## src/hw/rtl/bto_pkg.sv

```systemverilog
// Shared types and constants for the bitmap text overlay.
// Holds operation codes, register indexes, field widths and the
// controller/datapath command and status structs. No dependencies.
package bto_pkg;

	localparam int COORD_W    = 16;
	localparam int PIX_W      = 11;
	localparam int COLOR_W    = 24;
	localparam int CFG_IDX_W  = 3;
	localparam int CFG_DATA_W = 24;
	localparam int ROW_W      = 3;
	localparam int COL_W      = 3;
	localparam int FETCH_W    = 4;
	localparam int STORE_ROWS = 8;

	localparam logic [1:0] OP_LOAD   = 2'd0;
	localparam logic [1:0] OP_ORIGIN = 2'd1;
	localparam logic [1:0] OP_DRAW   = 2'd2;

	localparam logic [7:0] NEWLINE_CODE = 8'd10;

	localparam logic [CFG_IDX_W-1:0] REG_GLYPH_COUNT  = 3'd0;
	localparam logic [CFG_IDX_W-1:0] REG_KERNING      = 3'd1;
	localparam logic [CFG_IDX_W-1:0] REG_IMAGE_WIDTH  = 3'd2;
	localparam logic [CFG_IDX_W-1:0] REG_IMAGE_HEIGHT = 3'd3;
	localparam logic [CFG_IDX_W-1:0] REG_FG_COLOR     = 3'd4;
	localparam logic [CFG_IDX_W-1:0] REG_BG_COLOR     = 3'd5;
	localparam logic [CFG_IDX_W-1:0] REG_BG_ENABLE    = 3'd6;

	localparam logic [11:0] FRAME_MAX = 12'd2048;

	typedef struct packed {
		logic [8:0]         glyph_count;
		logic signed [4:0]  kerning;
		logic [11:0]        image_width;
		logic [11:0]        image_height;
		logic [COLOR_W-1:0] fg_color;
		logic [COLOR_W-1:0] bg_color;
		logic               bg_enable;
	} cfg_t;

	typedef struct packed {
		logic load;
		logic origin;
		logic newline;
		logic advance;
		logic start;
		logic fetch;
		logic scan;
		logic flush;
	} cmd_t;

	typedef struct packed {
		logic is_load;
		logic is_origin;
		logic is_newline;
		logic is_draw;
		logic is_skip;
		logic fetch_done;
		logic scan_done;
		logic flush_done;
		logic hold_valid;
	} sts_t;

endpackage

```

## src/hw/rtl/bto_ctrl.sv

```systemverilog
// Controller state machine of the bitmap text overlay.
// Sequences accept, glyph fetch, pixel scan and flush; depends on bto_pkg.
module bto_ctrl import bto_pkg::*; (
	input  logic clk,
	input  logic arst_n,
	input  logic in_valid,
	output logic in_ready,
	input  sts_t st,
	output cmd_t cmd
);

	localparam logic [1:0] S_IDLE  = 2'd0;
	localparam logic [1:0] S_FETCH = 2'd1;
	localparam logic [1:0] S_SCAN  = 2'd2;
	localparam logic [1:0] S_FLUSH = 2'd3;

	logic [1:0] state_q;
	logic [1:0] state_d;

	assign in_ready = (state_q == S_IDLE);

	always_comb begin
		cmd     = '0;
		state_d = state_q;
		case (state_q)
			S_IDLE: begin
				if (in_valid) begin
					cmd.load    = st.is_load;
					cmd.origin  = st.is_origin;
					cmd.newline = st.is_newline;
					cmd.advance = st.is_skip;
					cmd.start   = st.is_draw;
					if (st.is_draw) begin
						state_d = S_FETCH;
					end
				end
			end
			S_FETCH: begin
				cmd.fetch = 1'b1;
				if (st.fetch_done) begin
					state_d = S_SCAN;
				end
			end
			S_SCAN: begin
				cmd.scan = 1'b1;
				if (st.scan_done) begin
					state_d = S_FLUSH;
				end
			end
			S_FLUSH: begin
				cmd.flush = 1'b1;
				if (st.flush_done) begin
					cmd.advance = 1'b1;
					state_d     = S_IDLE;
				end
			end
			default: begin
				state_d = S_IDLE;
			end
		endcase
	end

	always_ff @(posedge clk or negedge arst_n) begin
		if (!arst_n) begin
			state_q <= S_IDLE;
		end else begin
			state_q <= state_d;
		end
	end

endmodule

```

## config.mk

```make
export PLATFORM = sky130hd
export DESIGN_NAME = bto_ctrl
export DESIGN_NICKNAME = d
export VERILOG_FILES = /design/src/hw/rtl/bto_pkg.sv /design/src/hw/rtl/bto_ctrl.sv
export SDC_FILE = /design/constraint.sdc
export NUM_CORES = 1
export LEC_CHECK = 0
export ABC_AREA = 1
export BUFFER_PORTS_ARGS = -buffer_cell sky130_fd_sc_hd__buf_2
export CORE_AREA = 2 2 39 41
export DETAILED_ROUTE_END_ITERATION = 10
export DIE_AREA = 0 0 41 43
export MAX_ROUTING_LAYER = met4
export PLACE_DENSITY = 0.51
export RECOVER_POWER = 25
export SYNTH_ARGS = -nofsm -noshare
export SYNTH_HDL_FRONTEND = slang
export SYNTH_SLANG_ARGS = --single-unit
```

## constraint.sdc

```tcl
create_clock -name clk -period 1.18 [get_ports clk]
set_clock_uncertainty 0.15 [all_clocks]
set_input_delay 0.236 -clock clk [delete_from_list [all_inputs] [get_ports clk]]
set_output_delay 0.236 -clock clk [all_outputs]
set_load 0.03 [all_outputs]
```

==> results.py <==
metrics = {
    "run_status": {
        "outcome": "finished, violations left",
        "violations": "setup timing",
    },
    "worst_setup_path": {
        "crit_chain": "inv_2, ha_4, nand3_4, a21oi_4, buf_6",
        "crit_path_end_kind": "primary output",
        "cp-start-kind": "register",
        "cpLargestDelayFamily": "flip-flops",
        "r2r_setup_slack_ns": -0.30,
        "max_stage_delay_ns": 0.40,
        "path_depth": 5,
        "r2r_cells": 8,
        "timing.rr.end": "state_q[0]",
        "arrival_ns": 1.23,
        "path_max_fanout": 5,
        "worstPathRequired_ns": 0.79,
        "r2r-start": "state_q[1]",
        "cp_slowest_cell": "dfrtp_1",
        "cp_num_buf_inv": 2,
        "critical_path_class": "register to primary output",
        "crit_end": "cmd[4]",
        "crit_path_start": "state_q[1]",
    },
    "final_layout": {
        "antennaDiodeCount": 0,
        "final_layout_size_suffix_gt1_share_pct": 72.6,
        "syn2layout_area_growth_pct": 163,
        "final_common_cell": "buf_6",
        "regMostFlops": "state_q",
        "final_cell_area_um2": 664,
        "layout_common_cells": "13 x buf_6, 9 x buf_2, 7 x nand2_1, 7 x buf_4, 6 x inv_1",
        "nNetsFinal": 92,
        "finalNonFillerCells": 89,
        "largest_register_ffs": 2,
        "reg_top3": "state_q x2",
    },
    "routing": {
        "drt-total-wl_um": 780,
        "vias": 336,
        "drc": 0,
        "routed_via_density": 3.78,
        "wl_per_cell_um": 8.76,
        "ant_nets": 0,
        "dr.pass1.iters": 1,
        "drt_iter0_drc": 0,
    },
    "clock_network": {
        "clock_sinks": 2,
        "numCtsBuffers": 3,
        "cts_tree": "yes",
        "clk_pin_slew_worst_paths_ns": 0.03,
        "h-tree-depth": 1,
        "cts_buffer_depth": 2,
        "clock_latency_ns": 0.23,
        "clockRootBuffer": "clkbuf_4",
    },
    "synthesis": {
        "yosysTopAreaCellShare_pct": 24.8,
        "post_synth.cell_area_avg_um2": 6.48,
        "synth_warnings": 0,
        "ys_top_cells_by_area": "ha_1 25%, dfrtp_1 20%, nand2_1 16%",
        "syn_inst": 39,
        "synth_area_leader_cell": "ha_1",
        "synth_cell_types": 11,
        "syn_nets": 56,
        "ys_ff_latch": 2,
        "synth_seq_area_share_pct": 19.8,
        "syn_area_um2": 253,
    },
    "placed_design": {
        "numPortBuffers": 19,
        "globalplace.congestion": 0.686,
        "place_inst": 79,
        "placed_cell_area_um2": 467,
        "hpwl_um": 582,
    },
    "die": {
        "initial_core_util_pct": 18.3,
        "die_area_mm2": 0.00176,
        "pin_count": 21,
        "die_h_um": 43,
        "rows": 14,
        "die_w_um": 41,
        "coreArea_mm2": 0.00138,
    },
    "sta": {
        "tightestPinTransition_ns": 0.145,
        "finalCritPeriodShare_pct": 137,
        "max_freq_ghz": 0.618,
        "slew-limit-headroom_pct": 90.3,
        "period_needed_ns": 1.62,
        "finalSetupTns_ns": -4.08,
        "hold_viol": 0,
        "grt_setup_unrepaired": "yes",
        "setup_violations": 11,
        "finalWorstSetupSlack_ns": -0.438,
        "maxSlewViolCount": 0,
    },
    "global_route": {
        "grt_pass1_wl_um": 1220,
        "grt_remaining_overflow": 0,
        "first_global_vias": 321,
        "grt_max_degree": 6,
        "antenna_found_initial": 0,
        "grt_usage_pct": 11.3,
    },
    "power_and_ir_drop": {
        "p_total_w": 0.00182,
        "ir_drop_v": 0.00112,
        "power_density_mw_per_mm2": 2740,
        "p_leak_nw": 0.341,
    },
    "worst_hold_path": {
        "hp-class": "primary input to async pin",
    },
    "run": {
        "drv_cap": 0,
    },
}
-- cell usage after synthesis, drive strengths merged --
master and n:
nand2 13, inv 9, ha 5, nor2 5, dfrtp 2, o21bai 2
a21oi 1, nand3 1, or2 1
-- repair_timing --
| action | 4_1_cts | 5_1_grt |
|---|---|---|
| endpoints found under the setup margin | 11 | 11 |
| resized for setup | 29 | 5 |
| buffers inserted | 4 | 3 |
| endpoints found under the hold margin | 2 | 0 |
| gates cloned | 0 | 0 |
| hold buffers | 1 | 0 |
| pin swaps | 10 | 5 |
-- cell type report --
type | instances | area (um^2)
repair buffers | 31 | 258
flip-flops and latches | 2 | 50.0
well taps | 16 | 20.0
inverters | 9 | 33.8
clock buffers | 3 | 22.5
fillers | 143 | 719
multi-input cells | 28 | 280
-- cells by family (layout without fill, tap and decap cells) --
group,after synthesis,in the layout,synth area share (%)
AND/OR/NAND/NOR,20,20,34.2
adder cells (fa/ha/maj),5,5,24.8
AO/OA/AOI/OAI,3,3,7.92
buffers and inverters,9,43,13.4
flip-flops,2,2,19.8
-- metrics by stage --
| stage | hold slack [ns] | utilization, % | setup WS, ns |
|---|---|---|---|
| 3_3_place_gp | -0.126 | 33.7 | -0.269 |
| 3_5_place_dp | -0.127 | 33.7 | -0.285 |
| 6_report | 0.173 | 48.0 | -0.438 |
| 5_1_grt | 0.171 | 48.0 | -0.494 |
| 4_1_cts | 0.159 | 44.8 | -0.442 |
| 2_1_floorplan | -0.210 | - | -0.275 |
-- per-layer routing --
layer | vias up | wire [um] | track usage [%]
li1 | 181 | - | -
met1 | 145 | 274 | 9.62
met2 | 10 | 468 | 18.4
met3 | 0 | 37 | 4.71
met4 | 0 | 0 | 8.00
met5 | - | 0 | -
-- worst min-delay path by stage --
stage,start,slack [ns],to
final,arst_n,0.17,state_q[1]
after global routing,arst_n,0.17,state_q[1]
after CTS,arst_n,0.16,state_q[1]
after detailed placement,arst_n,-0.13,state_q[0]
after global placement,arst_n,-0.13,state_q[0]
after floorplan,arst_n,-0.21,state_q[0]
-- power breakdown --
group	internal [W]	switching (W)
logic	0.000779	0.000751
registers	0.000107	0.0000289
clock network	0.000112	0.0000403
No activity file was read; power rests on OpenSTA's default activity.
